==> src/dcbd_pkg.sv <==
// Shared types, constants and calendar helpers for the day count block.
`default_nettype none
package dcbd_pkg;

	localparam int unsigned YEAR_W   = 12;
	localparam int unsigned MONTH_W  = 4;
	localparam int unsigned DAY_W    = 5;
	localparam int unsigned COUNT_W  = 18;
	localparam int unsigned SERIAL_W = 21;   // serial day number of any 12-bit year
	localparam int unsigned WIDE_W   = 22;   // signed difference before saturation
	localparam int unsigned CENT_W   = 6;    // floor(year / 100)
	localparam int unsigned DOY_W    = 9;    // days before a month

	// floor(x / 100) = (x * RECIP_100) >> RECIP_SHIFT for every 12-bit x
	localparam int unsigned RECIP_W     = 14;
	localparam int unsigned RECIP_SHIFT = 20;
	localparam logic [RECIP_W-1:0] RECIP_100 = 14'd10486;

	localparam logic [6:0]          YEARS_PER_CENT = 7'd100;
	localparam logic [SERIAL_W-1:0] DAYS_PER_YEAR  = 21'd365;
	localparam logic signed [WIDE_W-1:0] DAYS_360  = 22'sd360;
	localparam logic signed [WIDE_W-1:0] DAYS_30   = 22'sd30;
	localparam logic [MONTH_W-1:0]  MONTH_FEB      = 4'd2;
	localparam logic [DAY_W-1:0]    DAY_28         = 5'd28;
	localparam logic [DAY_W-1:0]    DAY_29         = 5'd29;
	localparam logic [DAY_W-1:0]    DAY_30         = 5'd30;
	localparam logic [DAY_W-1:0]    DAY_31         = 5'd31;

	localparam logic signed [COUNT_W-1:0] COUNT_MAX = 18'sh1ffff;
	localparam logic signed [COUNT_W-1:0] COUNT_MIN = 18'sh20000;

	typedef enum logic {
		MODE_ACTUAL = 1'b0,
		MODE_30_360 = 1'b1
	} mode_t;

	typedef struct packed {
		logic [YEAR_W-1:0]  year;
		logic [MONTH_W-1:0] month;
		logic [DAY_W-1:0]   day;
	} date_t;

	// load enables of the three inner pipeline stages
	typedef struct packed {
		logic s1;
		logic s2;
		logic s3;
	} pipe_en_t;

	// days before the first of a month in a common year
	function automatic logic [DOY_W-1:0] month_start(input logic [MONTH_W-1:0] m);
		logic [DOY_W-1:0] r;
		unique case (m)
			4'd0, 4'd1:        r = 9'd0;
			4'd2:              r = 9'd31;
			4'd3:              r = 9'd59;
			4'd4:              r = 9'd90;
			4'd5:              r = 9'd120;
			4'd6:              r = 9'd151;
			4'd7:              r = 9'd181;
			4'd8:              r = 9'd212;
			4'd9:              r = 9'd243;
			4'd10:             r = 9'd273;
			4'd11:             r = 9'd304;
			4'd12:             r = 9'd334;
			4'd13, 4'd14, 4'd15: r = 9'd365;
		endcase
		return r;
	endfunction

endpackage
`default_nettype wire

==> src/dcbd_date_pipe.sv <==
// Three-stage pipeline turning one date into its serial day number and leap flag.
`default_nettype none
module dcbd_date_pipe (
	input  wire logic              clk,
	input  wire dcbd_pkg::pipe_en_t en,
	input  wire dcbd_pkg::date_t   date,
	output dcbd_pkg::date_t        date_s2,
	output logic                   leap_s2,
	output logic [20:0]            serial_s3
);
	import dcbd_pkg::*;

	// stage 1: century by reciprocal multiply
	logic [YEAR_W+RECIP_W-1:0] cent_prod;
	date_t                     date_s1;
	logic [CENT_W-1:0]         cent_s1;

	assign cent_prod = (YEAR_W+RECIP_W)'(date.year) * (YEAR_W+RECIP_W)'(RECIP_100);

	always_ff @(posedge clk) begin
		if (en.s1) begin
			date_s1 <= date;
			cent_s1 <= cent_prod[RECIP_SHIFT +: CENT_W];
		end
	end

	// stage 2: leap rule and leap-day count of the years before
	logic [YEAR_W-1:0] cent_x100;
	logic [6:0]        yr_rem;
	logic              rem_nz;
	logic              leap_c;
	logic [CENT_W-1:0] c100;
	logic [3:0]        c400;
	logic [10:0]       c4;
	logic [12:0]       y_plus3;
	logic [CENT_W:0]   c100_plus3;
	logic [10:0]       ycorr_c;
	logic [10:0]       ycorr_s2;

	always_comb begin
		cent_x100  = YEAR_W'(cent_s1) * YEAR_W'(YEARS_PER_CENT);
		yr_rem     = 7'(date_s1.year - cent_x100);
		rem_nz     = (yr_rem != 7'd0);
		leap_c     = (rem_nz && (date_s1.year[1:0] == 2'd0)) ||
		             (!rem_nz && (cent_s1[1:0] == 2'd0));
		c100       = cent_s1 + CENT_W'(rem_nz);
		c100_plus3 = {1'b0, c100} + 7'd3;
		c400       = 4'(c100_plus3 >> 2);
		y_plus3    = {1'b0, date_s1.year} + 13'd3;
		c4         = 11'(y_plus3 >> 2);
		ycorr_c    = c4 - 11'(c100) + 11'(c400);
	end

	always_ff @(posedge clk) begin
		if (en.s2) begin
			date_s2  <= date_s1;
			leap_s2  <= leap_c;
			ycorr_s2 <= ycorr_c;
		end
	end

	// stage 3: serial day number
	logic [SERIAL_W-1:0] serial_c;

	always_comb begin
		serial_c = SERIAL_W'(date_s2.year) * DAYS_PER_YEAR
		         + SERIAL_W'(ycorr_s2)
		         + SERIAL_W'(month_start(date_s2.month))
		         + SERIAL_W'(leap_s2 && (date_s2.month > MONTH_FEB))
		         + SERIAL_W'(date_s2.day);
	end

	always_ff @(posedge clk) begin
		if (en.s3) begin
			serial_s3 <= serial_c;
		end
	end

endmodule
`default_nettype wire

==> src/day_count_between_dates_core.sv <==
// Top level: signed day count between two dates, actual or 30/360 US.
//
//  channel  | handshake            | payload
//  ---------+----------------------+----------------------------------------------
//  cfg      | cfg_valid/cfg_ready  | day_count_mode
//  in       | in_valid/in_stall    | start_year/month/day, end_year/month/day
//  out      | out_valid/out_stall  | day_count
//
//  One date pair per cycle while out is not stalled.
//  Stages: century multiply, leap rule, serial number and 30/360 sum,
//  difference with saturation into the output register.
//  The mode is sampled with each item at entry and travels with it.
//  A stall on out only holds the stages that are full; empty stages keep filling.
//  arst_n clears valid bits and the mode register (actual day count).
`default_nettype none
module day_count_between_dates_core (
	input  wire logic        clk,
	input  wire logic        arst_n,
	input  wire logic        cfg_valid,
	output logic             cfg_ready,
	input  wire logic        day_count_mode,
	input  wire logic        in_valid,
	output logic             in_stall,
	input  wire logic [11:0] start_year,
	input  wire logic [3:0]  start_month,
	input  wire logic [4:0]  start_day,
	input  wire logic [11:0] end_year,
	input  wire logic [3:0]  end_month,
	input  wire logic [4:0]  end_day,
	output logic             out_valid,
	input  wire logic        out_stall,
	output logic signed [17:0] day_count
);
	import dcbd_pkg::*;

	// mode register, always writable
	mode_t mode_q;

	assign cfg_ready = 1'b1;

	always_ff @(posedge clk or negedge arst_n) begin
		if (!arst_n) begin
			mode_q <= MODE_ACTUAL;
		end else if (cfg_valid && cfg_ready) begin
			mode_q <= mode_t'(day_count_mode);
		end
	end

	// pipeline control: a stage loads when empty or when the next one moves
	logic     valid_s1, valid_s2, valid_s3;
	logic     en_out;
	logic     en_s1, en_s2, en_s3;
	pipe_en_t en;

	assign en_out   = !out_valid || !out_stall;
	assign en_s3    = !valid_s3 || en_out;
	assign en_s2    = !valid_s2 || en_s3;
	assign en_s1    = !valid_s1 || en_s2;
	assign in_stall = !en_s1;
	assign en       = '{s1: en_s1, s2: en_s2, s3: en_s3};

	always_ff @(posedge clk or negedge arst_n) begin
		if (!arst_n) begin
			valid_s1  <= 1'b0;
			valid_s2  <= 1'b0;
			valid_s3  <= 1'b0;
			out_valid <= 1'b0;
		end else begin
			if (en.s1)  valid_s1  <= in_valid;
			if (en.s2)  valid_s2  <= valid_s1;
			if (en.s3)  valid_s3  <= valid_s2;
			if (en_out) out_valid <= valid_s3;
		end
	end

	mode_t mode_s1, mode_s2, mode_s3;

	always_ff @(posedge clk) begin
		if (en.s1) mode_s1 <= mode_q;
		if (en.s2) mode_s2 <= mode_s1;
		if (en.s3) mode_s3 <= mode_s2;
	end

	// per-date serial numbers
	date_t               start_date, end_date;
	date_t               start_s2, end_s2;
	logic                start_leap_s2, end_leap_s2;
	logic [SERIAL_W-1:0] start_serial_s3, end_serial_s3;

	assign start_date = '{year: start_year, month: start_month, day: start_day};
	assign end_date   = '{year: end_year,   month: end_month,   day: end_day};

	dcbd_date_pipe u_start (
		.clk       (clk),
		.en        (en),
		.date      (start_date),
		.date_s2   (start_s2),
		.leap_s2   (start_leap_s2),
		.serial_s3 (start_serial_s3)
	);

	dcbd_date_pipe u_end (
		.clk       (clk),
		.en        (en),
		.date      (end_date),
		.date_s2   (end_s2),
		.leap_s2   (end_leap_s2),
		.serial_s3 (end_serial_s3)
	);

	// 30/360 US: day adjustment then weighted sum, in stage 3
	logic                     feb_end1, feb_end2;
	logic [DAY_W-1:0]         d1_adj, d2_adj;
	logic signed [12:0]       y_diff;
	logic signed [4:0]        m_diff;
	logic signed [5:0]        d_diff;
	logic signed [WIDE_W-1:0] t360_c;
	logic signed [WIDE_W-1:0] t360_s3;

	always_comb begin
		feb_end1 = (start_s2.month == MONTH_FEB) &&
		           (start_s2.day == (start_leap_s2 ? DAY_29 : DAY_28));
		feb_end2 = (end_s2.month == MONTH_FEB) &&
		           (end_s2.day == (end_leap_s2 ? DAY_29 : DAY_28));
		d1_adj = start_s2.day;
		d2_adj = end_s2.day;
		if (feb_end1 && feb_end2) d2_adj = DAY_30;
		if (feb_end1)             d1_adj = DAY_30;
		if ((d2_adj == DAY_31) && (d1_adj >= DAY_30)) d2_adj = DAY_30;
		if (d1_adj == DAY_31)     d1_adj = DAY_30;
		y_diff = $signed({1'b0, end_s2.year})  - $signed({1'b0, start_s2.year});
		m_diff = $signed({1'b0, end_s2.month}) - $signed({1'b0, start_s2.month});
		d_diff = $signed({1'b0, d2_adj})       - $signed({1'b0, d1_adj});
		t360_c = WIDE_W'(y_diff) * DAYS_360
		       + WIDE_W'(m_diff) * DAYS_30
		       + WIDE_W'(d_diff);
	end

	always_ff @(posedge clk) begin
		if (en.s3) t360_s3 <= t360_c;
	end

	// output stage: actual difference, mode select, saturate to 18 bits
	logic signed [WIDE_W-1:0]  actual_diff;
	logic signed [WIDE_W-1:0]  wide_sel;
	logic signed [COUNT_W-1:0] count_c;
	logic signed [COUNT_W-1:0] day_count_q;

	always_comb begin
		actual_diff = $signed({1'b0, end_serial_s3}) - $signed({1'b0, start_serial_s3});
		wide_sel    = (mode_s3 == MODE_30_360) ? t360_s3 : actual_diff;
		if ((&wide_sel[WIDE_W-1:COUNT_W-1]) || !(|wide_sel[WIDE_W-1:COUNT_W-1])) begin
			count_c = wide_sel[COUNT_W-1:0];
		end else if (wide_sel[WIDE_W-1]) begin
			count_c = COUNT_MIN;
		end else begin
			count_c = COUNT_MAX;
		end
	end

	always_ff @(posedge clk) begin
		if (en_out) day_count_q <= count_c;
	end

	assign day_count = day_count_q;

	// checks
	a_accept_fills_s1: assert property (@(posedge clk) disable iff (!arst_n)
		(in_valid && !in_stall) |=> valid_s1)
		else $error("accepted transfer did not reach stage 1");

	a_full_stall_backs_up: assert property (@(posedge clk) disable iff (!arst_n)
		(valid_s1 && valid_s2 && valid_s3 && out_valid && out_stall) |-> in_stall)
		else $error("full pipeline under stall still accepts input");

	a_s3_moves_out: assert property (@(posedge clk) disable iff (!arst_n)
		(valid_s3 && en_out) |=> out_valid)
		else $error("stage 3 item lost on its way out");

	a_s3_holds: assert property (@(posedge clk) disable iff (!arst_n)
		(valid_s3 && !en_out) |=> (valid_s3 && $stable(t360_s3) && $stable(end_serial_s3)))
		else $error("stalled stage 3 item changed");

endmodule
`default_nettype wire

==> config.mk <==
export PLATFORM = sky130hd
export DESIGN_NAME = day_count_between_dates_core
export DESIGN_NICKNAME = d
export VERILOG_FILES = /design/src/dcbd_pkg.sv /design/src/dcbd_date_pipe.sv /design/src/day_count_between_dates_core.sv
export SDC_FILE = /design/constraint.sdc
export NUM_CORES = 1
export LEC_CHECK = 0
export BUFFER_PORTS_ARGS = -buffer_cell sky130_fd_sc_hd__buf_2
export CAP_MARGIN = 10
export CORE_ASPECT_RATIO = 1.75
export CORE_MARGIN = 4
export CORE_UTILIZATION = 40
export CTS_BUF_LIST = sky130_fd_sc_hd__clkbuf_8 sky130_fd_sc_hd__clkbuf_16
export CTS_CLUSTER_DIAMETER = 100
export DETAILED_ROUTE_END_ITERATION = 6
export GPL_TIMING_DRIVEN = 0
export PLACE_DENSITY = 0.59
export RECOVER_POWER = 50
export SLEW_MARGIN = 40
export SYNTH_ARGS = -nofsm -noshare
export SYNTH_HDL_FRONTEND = slang
export SYNTH_HIERARCHICAL = 1
export SYNTH_SLANG_ARGS = --single-unit
==> constraint.sdc <==
create_clock -name clk -period 11.18 [get_ports clk]
set_input_delay 2.236 -clock clk [delete_from_list [all_inputs] [get_ports clk]]
set_output_delay 2.236 -clock clk [all_outputs]
set_load 0.05 [all_outputs]
==> impl_metrics.py, run 1 <==
metrics = {
    "clock_network": {
        "clock_latency_ps": 560,
        "post_cts_buffers": 0,
        "clk_path_buf_depth": 3,
        "cts-root-buf": "clkbuf_16",
        "numClockSinks": 228,
        "ctsHtreeMaxLevel": 1,
        "clk_pin_slew_ps": 60,
        "post_cts_resized": 0,
        "hold_buffers": 0,
        "numCtsBuffers": 23,
        "cts_tree": "built",
    },
    "final_layout": {
        "mostFrequentLayoutCells": "inv_1, ha_1, fa_1",
        "layout-drive-gt1-share_pct": 4.32,
        "final_common_cell": "inv_1",
        "syn_to_final_growth_pct": 8.09,
        "final_util_pct": 43.5,
        "layout.nets": 3436,
    },
    "placed_design": {
        "globalplace.congestion": 0.883,
        "post-place-ws_ps": 3060,
        "numPortBuffers": 67,
        "dp_hpwl_um": 52300,
    },
    "sta": {
        "fin_tns_setup_ps": 0,
        "setup_viol": 0,
        "fmax_mhz": 123,
        "fin_skew_ps": 26.4,
        "fin_crit_sh_pct": 72.7,
        "worstMarginPinSlew_ps": 2240,
        "slew_headroom_pct": -49.6,
        "hold_viol": 0,
        "fin_ws_ps": 3050,
        "drv_slew": 153,
        "rsz0062_at_grt": "false",
        "fin_crit_ps": 8130,
    },
    "route": {
        "antenna_left": 0,
        "firstDrtPassIters": 7,
        "post-route-drc-count": 0,
        "wire_per_inst_um": 16.9,
        "drt-total-wl_um": 59900,
        "drt_iter0_markers": 571,
        "vias": 17944,
        "avgViaCountPerCell": 5.06,
    },
    "worst_hold_path": {
        "hp-class": "reg -> reg",
    },
    "floorplanning": {
        "die_w_um": 203,
        "core_area_um2": 66300,
        "die_h_um": 350,
        "dieArea_um2": 71100,
        "pin_count": 69,
        "initial_core_util_pct": 40.2,
        "rows": 125,
    },
    "worst_setup_path": {
        "critical_path_required_ps": 11480,
        "cp-end-kind": "flop",
        "critPathLaunchType": "flop",
        "path_class": "reg -> reg",
        "slowest_delay_ps": 600,
        "critPathSlowestCell": "xor2_1",
        "worstPathArrival_ps": 8430,
        "crit_path_max_fanout": 9,
    },
    "global_route": {
        "track_usage_pct": 17.0,
        "first_global_vias": 19666,
        "grt_pass1_wl_um": 98200,
        "antenna_found_initial": 0,
        "grt_max_degree": 45,
        "gr-total-overflow": 0,
    },
    "yosys": {
        "netlist_area_um2": 26700,
        "synth_cells": 2547,
        "ys_seq_elements": 228,
        "syn_avg_cell_area_um2": 10.5,
        "synthFlopType": "edfxtp_1",
        "synthArstFlopShare_pct": 2.19,
        "yosysSeqAreaShare_pct": 24.9,
        "synth_nets": 3341,
        "yosys_warnings": 6,
        "synth_edf_count": 205,
        "yosysUniqueCellTypes": 84,
    },
    "run": {
        "max-cap-violations": 4,
    },
    "status": {
        "failed_checks": "max-capacitance violations, max-slew violations",
        "status": "complete, but fails checks",
    },
}
-- through the flow --
stage / hold WS [ps] / cell area (um^2) / cells
global placement: 406 / 28100 / 3503
finish: 415 / 28800 / 3549
CTS: 420 / 29000 / 3548
global route: 424 / 28800 / 3548
floorplan: 400 / 26700 / 2547
detailed placement: 405 / 28200 / 3506
-- routing by layer --
| layer | share of wire, % | up-vias | GRT usage, % |
|---|---|---|---|
| met5 | 0 | - | 0 |
| li1 | - | 8831 | - |
| met1 | 36 | 8744 | 17.6 |
| met3 | 2.3 | 94 | 1.27 |
| met4 | 5.2 | 0 | 8.06 |
| met2 | 56 | 275 | 34.2 |
-- cell type report --
class,count,area (um^2)
fill,6432,37500
clock buffer,23,576
sequential,228,6640
clock inverter,19,161
timing repair buffer,70,313
antenna,1,2.50
tap,889,1110
multi-input combinational,1754,17900
buffer,18,82.6
inverter,547,2050
-- critical path: cells and delay by family, from the launching register on --
family,cells,cell delay (ps)
buffers and inverters,3,680
flip-flops,1,490
AO/OA/AOI/OAI,9,1800
XOR/XNOR,4,1620
adder cells (fa/ha/maj),6,2520
AND/OR/NAND/NOR,4,770
-- kinds of logic (layout without fill, tap and decap cells) --
logic type / Yosys count / after routing / synth area share [%]
XOR/XNOR: 168 / 168 / 5.51
multiplexers: 18 / 18 / 0.797
adder cells (fa/ha/maj): 746 / 746 / 42.5
other: 1 / 2 / 0.0141
flip-flops: 228 / 228 / 24.9
AND/OR/NAND/NOR: 396 / 396 / 7.52
AO/OA/AOI/OAI: 425 / 425 / 10.8
buffers and inverters: 565 / 677 / 8.01
-- sequential cells by signal, summed over array words and instances (netlist names), 6 cells and up, named ones only --
register / cells
u_start/serial_s3: 21
u_end/serial_s3: 21
t360_s3: 22
u_start/date_s1: 21
u_end/ycorr_s2: 11
day_count: 18
u_start/ycorr_s2: 11
u_end/cent_s1: 6
u_start/date_s2: 21
u_end/date_s1: 21
u_end/date_s2: 21
u_start/cent_s1: 6
-- cell usage after synthesis (24+ instances only) --
library cell  number  area share (%)
a211oi_1          24            0.68
nor2b_1           30            0.70
o21a_1            31            0.87
inv_1            547             7.7
fa_1             266              20
nor2_1            90             1.3
xor2_1            55             1.8
o21ai_0           79             1.5
nand2b_1          26            0.61
a21o_1            47             1.3
ha_1             480              23
nand3_1           34            0.64
a21oi_1          110             2.1
xnor2_1          113             3.7
nor3_1            34            0.64
edfxtp_1         205              23
nand2_1           90             1.3
-- worst paths after layout --
path                                            startpoint                         end  slack (ps)  cells past startpoint
worst max-delay path            u_end/date_s2[6]$_DFFE_PP_       t360_s3[21]$_DFFE_PP_        3050                     26
max in group asynchronous                           arst_n        valid_s3$_DFFE_PN0P_        9450                      1
worst min-delay path            u_end/date_s1[2]$_DFFE_PP_  u_end/date_s2[2]$_DFFE_PP_         420                      0
worst min register to register  u_end/date_s1[2]$_DFFE_PP_  u_end/date_s2[2]$_DFFE_PP_         420                      0
worst max register to register  u_end/date_s2[6]$_DFFE_PP_       t360_s3[21]$_DFFE_PP_        3050                     26
min in group asynchronous                           arst_n       out_valid$_DFFE_PN0P_        1520                      1
Power of run 1 is left out: the tool's default activity adds up to more than one toggle a clock period on the data nets, which glitch-free logic cannot reach.
==> run 2: changes to the inputs <==
--- a/config.mk
+++ b/config.mk
@@ -14,7 +14,7 @@
 export CTS_CLUSTER_DIAMETER = 100
 export DETAILED_ROUTE_END_ITERATION = 6
 export GPL_TIMING_DRIVEN = 0
-export PLACE_DENSITY = 0.59
+export PLACE_DENSITY = 0.61
 export RECOVER_POWER = 50
 export SLEW_MARGIN = 40
 export SYNTH_ARGS = -nofsm -noshare
==> constraint.sdc (replaced) <==
create_clock -name clk -period 6.75 [get_ports clk]
set_input_delay 1.35 -clock clk [delete_from_list [all_inputs] [get_ports clk]]
set_output_delay 1.35 -clock clk [all_outputs]
set_load 0.05 [all_outputs]
==> impl_metrics.py, run 2 (synthesis results as in run 1) <==
metrics = {
    "status": {
        "status": "complete, but fails checks",
        "failed_checks": "max-capacitance violations, max-slew violations, negative setup slack",
    },
    "final_layout": {
        "final_common_cell": "inv_1",
        "fill_cells": 6248,
        "mostFrequentLayoutCells": "inv_1, ha_1, fa_1",
        "layout-drive-gt1-share_pct": 10.2,
        "syn_to_final_growth_pct": 13.5,
        "layout.nets": 3496,
        "stdcell_count": 3609,
        "design_area_um2": 30300,
        "antenna_cells": 0,
        "largest_reg_flops": 22,
        "top_register": "t360_s3",
    },
    "floorplanning": {
        "die_h_um": 350,
        "rows": 125,
        "pin_count": 69,
        "die_w_um": 203,
        "dieArea_um2": 71100,
        "initial_core_util_pct": 40.2,
        "core_area_um2": 66300,
    },
    "run": {
        "max-cap-violations": 2,
    },
    "worst_setup_path": {
        "rr_worst_depth": 32,
        "r2r_start": "u_end/date_s2[10]$_DFFE_PP_",
        "cp-end-kind": "flop",
        "critPathLaunchType": "flop",
        "crit_buf_inv": 4,
        "crit_top_cell": "ha_4",
        "path_depth": 32,
        "critPathSlowestCell": "fa_1",
        "crit_family": "adder cells",
        "critical_path_required_ps": 7000,
        "rr_endpoint": "t360_s3[21]$_DFFE_PP_",
        "critPathLaunch": "u_end/date_s2[10]$_DFFE_PP_",
        "worstPathArrival_ps": 7500,
        "setup.worst_path.end": "t360_s3[21]$_DFFE_PP_",
        "slowest_delay_ps": 580,
        "rrSetupSlack_ps": -500,
        "path_class": "reg -> reg",
        "crit_path_max_fanout": 3,
    },
    "clock_network": {
        "hold_buffers": 0,
        "clk_pin_slew_ps": 70,
        "ctsHtreeMaxLevel": 1,
        "clk_path_buf_depth": 3,
        "cts-root-buf": "clkbuf_16",
        "cts_tree": "built",
        "clock_latency_ps": 560,
        "numCtsBuffers": 24,
        "numClockSinks": 228,
    },
    "sta": {
        "worstMarginPinSlew_ps": 2480,
        "fin_crit_ps": 7250,
        "fin_ws_ps": -499,
        "fin_crit_sh_pct": 107,
        "hold_viol": 0,
        "fin_skew_ps": 33.7,
        "slew_headroom_pct": -65.3,
        "setup_viol": 5,
        "rsz0062_at_grt": "true",
        "fmax_mhz": 138,
        "drv_slew": 92,
        "hold_slack_ps": 412,
    },
    "global_route": {
        "first_global_vias": 20043,
        "grt_pass1_wl_um": 99300,
        "gr-total-overflow": 0,
        "grt_max_degree": 47,
        "antenna_found_initial": 0,
        "track_usage_pct": 17.2,
    },
    "placed_design": {
        "dp_hpwl_um": 52300,
        "globalplace.congestion": 0.900,
        "dp.cells": 3506,
        "numPortBuffers": 67,
        "dpl-instance-area_um2": 28300,
    },
    "route": {
        "antenna_left": 0,
        "wire_per_inst_um": 17.0,
        "drt-total-wl_um": 61200,
        "vias": 18356,
        "drt_iter0_markers": 566,
        "firstDrtPassIters": 5,
        "post-route-drc-count": 0,
        "avgViaCountPerCell": 5.09,
    },
    "worst_hold_path": {
        "hp-class": "reg -> reg",
    },
}
-- run 2: changes by cell type in the layout (fill, tap and decap cells not counted), sizes merged --
cell      before  now
inv          555  551
buf           43  100
bufinv         2    4
diode          1    0
clkinvlp       7    3
clkinv         2    9
clkbuf        68   71
-- run 2: how the worst min path moves through the flow --
stage / start / to / cells past startpoint
6_report: u_end/date_s1[1]$_DFFE_PP_ / u_end/date_s2[1]$_DFFE_PP_ / 0
5_1_grt: u_end/date_s1[0]$_DFFE_PP_ / u_end/date_s2[0]$_DFFE_PP_ / 0
2_1_floorplan: mode_s1$_DFFE_PN_ / mode_s2$_DFFE_PP_ / 0
4_1_cts: u_end/date_s1[1]$_DFFE_PP_ / u_end/date_s2[1]$_DFFE_PP_ / 0
3_3_place_gp: u_end/date_s1[4]$_DFFE_PP_ / u_end/date_s2[4]$_DFFE_PP_ / 0
3_5_place_dp: u_end/date_s1[0]$_DFFE_PP_ / u_end/date_s2[0]$_DFFE_PP_ / 0
-- run 2: final cells by class --
class	count	area (um^2)	share of cell area, %
clock inverter	20	236	0.781
buffer	18	82.6	0.273
inverter	547	2050	6.78
timing repair buffer	129	793	2.62
tap	889	1110	3.67
sequential	228	6640	21.9
clock buffer	24	601	1.98
multi-input combinational	1754	18800	62.0
-- run 2: routing by layer --
layer / global-route usage [%] / part of all wire, % / wire length [um] / up-vias
li1: - / - / - / 8924
met1: 17.2 / 36 / 21800 / 9035
met2: 34.6 / 56 / 34300 / 276
met3: 1.36 / 2.3 / 1410 / 121
met4: 8.95 / 6.1 / 3730 / 0
met5: 0 / 0 / 0 / -
-- run 2: metrics by stage --
stage	worst slack (ps)	setup TNS (ps)	utilization (%)
after floorplan	-0.859	-0.859	-
after global placement	-1260	-6560	42.5
after detailed placement	-1330	-7230	42.6
after CTS	-613	-1590	45.1
after global routing	-747	-2620	45.7
final	-499	-1450	45.7
-- run 2: worst register-to-register path, delay by kind of cell, from the launching register on --
family,cells,cell delay [ps]
AOI/OAI and AO/OA,10,1730
xor gates and xnor gates,4,800
adders and majority gates,8,2780
buffers and inverters,4,460
DFF,1,530
and+or+nand+nor,6,640
-- run 2: what timing repair did --
item                                    4_1_cts  5_1_grt
buffers inserted                             36       23
gates resized for setup                      94       43
endpoints found under the setup margin        9        9
pin swaps                                    55       36
Power of run 2 is left out for the same reason.
==> run 3: changes to the inputs <==
--- a/config.mk
+++ b/config.mk
@@ -19,5 +19,4 @@
 export SLEW_MARGIN = 40
 export SYNTH_ARGS = -nofsm -noshare
 export SYNTH_HDL_FRONTEND = slang
-export SYNTH_HIERARCHICAL = 1
 export SYNTH_SLANG_ARGS = --single-unit
==> impl_metrics.py, run 3 <==
metrics = {
    "yosys": {
        "ys_seq_elements": 228,
        "synthArstFlopShare_pct": 2.19,
        "synthFlopType": "edfxtp_1",
        "yosys_warnings": 0,
        "synth.most_common_cell": "inv_1",
        "synth_cells": 2457,
        "synth_common_cells": "inv_1, ha_1, fa_1, edfxtp_1, xnor2_1",
        "yosysUniqueCellTypes": 70,
        "syn_avg_cell_area_um2": 10.6,
        "synth_top_area_cell": "edfxtp_1",
        "synth_edf_count": 205,
        "yosysSeqAreaShare_pct": 25.6,
        "synth_nets": 3255,
        "netlist_area_um2": 25900,
        "netlist.area_leader.share_pct": 23.7,
        "synthTopCellsByArea": "edfxtp_1, ha_1, fa_1, inv_1, xnor2_1",
    },
    "route": {
        "avgViaCountPerCell": 5.02,
        "antenna_left": 0,
        "vias": 17211,
        "drt_iter0_markers": 632,
        "drt-total-wl_um": 55600,
        "firstDrtPassIters": 5,
        "wire_per_inst_um": 16.2,
        "post-route-drc-count": 0,
    },
    "worst_hold_path": {
        "hp-class": "reg -> reg",
        "hold_depth": 0,
    },
    "floorplanning": {
        "core_area_um2": 64300,
        "initial_core_util_pct": 40.3,
        "die_h_um": 345,
        "die_w_um": 201,
        "dieArea_um2": 69200,
        "pin_count": 69,
        "rows": 123,
    },
    "sta": {
        "fin_crit_ps": 7010,
        "fin_ws_ps": -261,
        "hold_viol": 0,
        "setup_viol": 2,
        "hold_slack_ps": 421,
        "fin_skew_ps": 31.4,
        "fin_crit_sh_pct": 104,
        "worstMarginPinSlew_ps": 2050,
        "fmax_mhz": 143,
        "rsz0062_at_grt": "true",
        "drv_slew": 108,
        "slew_headroom_pct": -36.3,
    },
    "final_layout": {
        "design_area_um2": 29100,
        "final_common_cell": "inv_1",
        "largest_reg_flops": 22,
        "syn_to_final_growth_pct": 12.1,
        "top_register": "t360_s3",
        "mostFrequentLayoutCells": "inv_1, ha_1, fa_1",
        "final_util_pct": 45.2,
        "layout.nets": 3396,
        "layout-drive-gt1-share_pct": 9.29,
    },
    "global_route": {
        "first_global_vias": 18922,
        "antenna_found_initial": 1,
        "track_usage_pct": 16.3,
        "grt_max_degree": 40,
        "gr-total-overflow": 0,
        "grt_pass1_wl_um": 92300,
    },
    "worst_setup_path": {
        "critPathLaunchType": "flop",
        "slowest_delay_ps": 570,
        "setup.worst_path.end": "t360_s3[21]$_DFFE_PP_",
        "rr_endpoint": "t360_s3[21]$_DFFE_PP_",
        "critPathSlowestCell": "fa_1",
        "cp-end-kind": "flop",
        "crit_family": "adder cells",
        "rrSetupSlack_ps": -260,
        "path_depth": 31,
        "path_class": "reg -> reg",
        "crit_buf_inv": 5,
        "r2r_start": "u_end.date_s2[5]$_DFFE_PN_",
        "crit_path_max_fanout": 3,
        "rr_worst_depth": 31,
        "critPathLaunch": "u_end.date_s2[5]$_DFFE_PN_",
        "critical_path_required_ps": 7040,
        "worstPathArrival_ps": 7300,
    },
    "clock_network": {
        "cts-root-buf": "clkbuf_16",
        "clk_path_buf_depth": 3,
        "ctsHtreeMaxLevel": 1,
        "clk_pin_slew_ps": 60,
        "cts_tree": "built",
        "numClockSinks": 228,
        "numCtsBuffers": 24,
        "clock_latency_ps": 560,
    },
    "run": {
        "max-cap-violations": 3,
    },
    "placed_design": {
        "numPortBuffers": 67,
        "dpl-instance-area_um2": 27500,
        "globalplace.congestion": 0.857,
        "dp_hpwl_um": 47900,
    },
    "status": {
        "failed_checks": "max-capacitance violations, max-slew violations, negative setup slack",
        "status": "complete, but fails checks",
    },
}
==> run 3: through the flow <==
stage	setup TNS (ps)	setup slack (ps)	cells
2_1_floorplan	0	0.431	2457
3_3_place_gp	-2670	-780	3336
3_5_place_dp	-3940	-966	3339
4_1_cts	-413	-253	3417
5_1_grt	-1210	-511	3428
6_report	-302	-261	3430
==> run 3: routing by layer <==
metal  wire length, um  share of wire, %  track usage [%]  vias to the layer above
met5                 0                 0                0                        -
met4              3120               5.6             8.28                        0
met3              1200               2.2             1.14                      108
met2             31100                56             33.1                      269
met1             20200                36             16.7                     8374
li1                  -                 -                -                     8460
==> run 3: how the worst min path moves through the flow <==
stage	startpoint	slack, ps	to
after global placement	u_start.date_s1[3]$_DFFE_PN_	400	u_start.date_s2[3]$_DFFE_PN_
after floorplan	mode_s1$_DFFE_PN_	400	mode_s2$_DFFE_PN_
after detailed placement	u_start.date_s1[3]$_DFFE_PN_	410	u_start.date_s2[3]$_DFFE_PN_
after global routing	u_end.date_s1[3]$_DFFE_PN_	430	u_end.date_s2[3]$_DFFE_PN_
final	u_end.date_s1[3]$_DFFE_PN_	420	u_end.date_s2[3]$_DFFE_PN_
after CTS	u_start.date_s1[3]$_DFFE_PN_	420	u_start.date_s2[3]$_DFFE_PN_
==> run 3: cell families (layout without fill, tap and decap cells) <==
logic type,count (synthesis),count (layout),synth area share (%)
and+or+nand+nor,386,386,7.25
other,1,3,0.0145
muxes,16,16,0.637
AOI/OAI and AO/OA,350,350,8.63
buffers and inverters,550,709,8.01
DFF,228,228,25.6
xor gates and xnor gates,176,176,5.94
adders and majority gates,750,750,43.9
==> run 3: what timing repair did <==
item	CTS	global route
resized for setup	75	15
cloned	0	0
endpoints found under the setup margin	8	7
pin swaps	55	17
setup buffers	34	11
hold buffers	0	0
==> run 3: layout make-up <==
| cell class | count | area, um^2 |
|---|---|---|
| flip-flops and latches | 228 | 6640 |
| inverters | 532 | 2000 |
| plain buffers | 18 | 80.1 |
| well taps | 812 | 1020 |
| fillers | 6050 | 35200 |
| diodes | 2 | 5.00 |
| repair buffers | 115 | 679 |
| clock buffers | 24 | 601 |
| multi-input cells | 1679 | 17900 |
| clock inverters | 20 | 163 |
Power of run 3 is left out for the same reason.
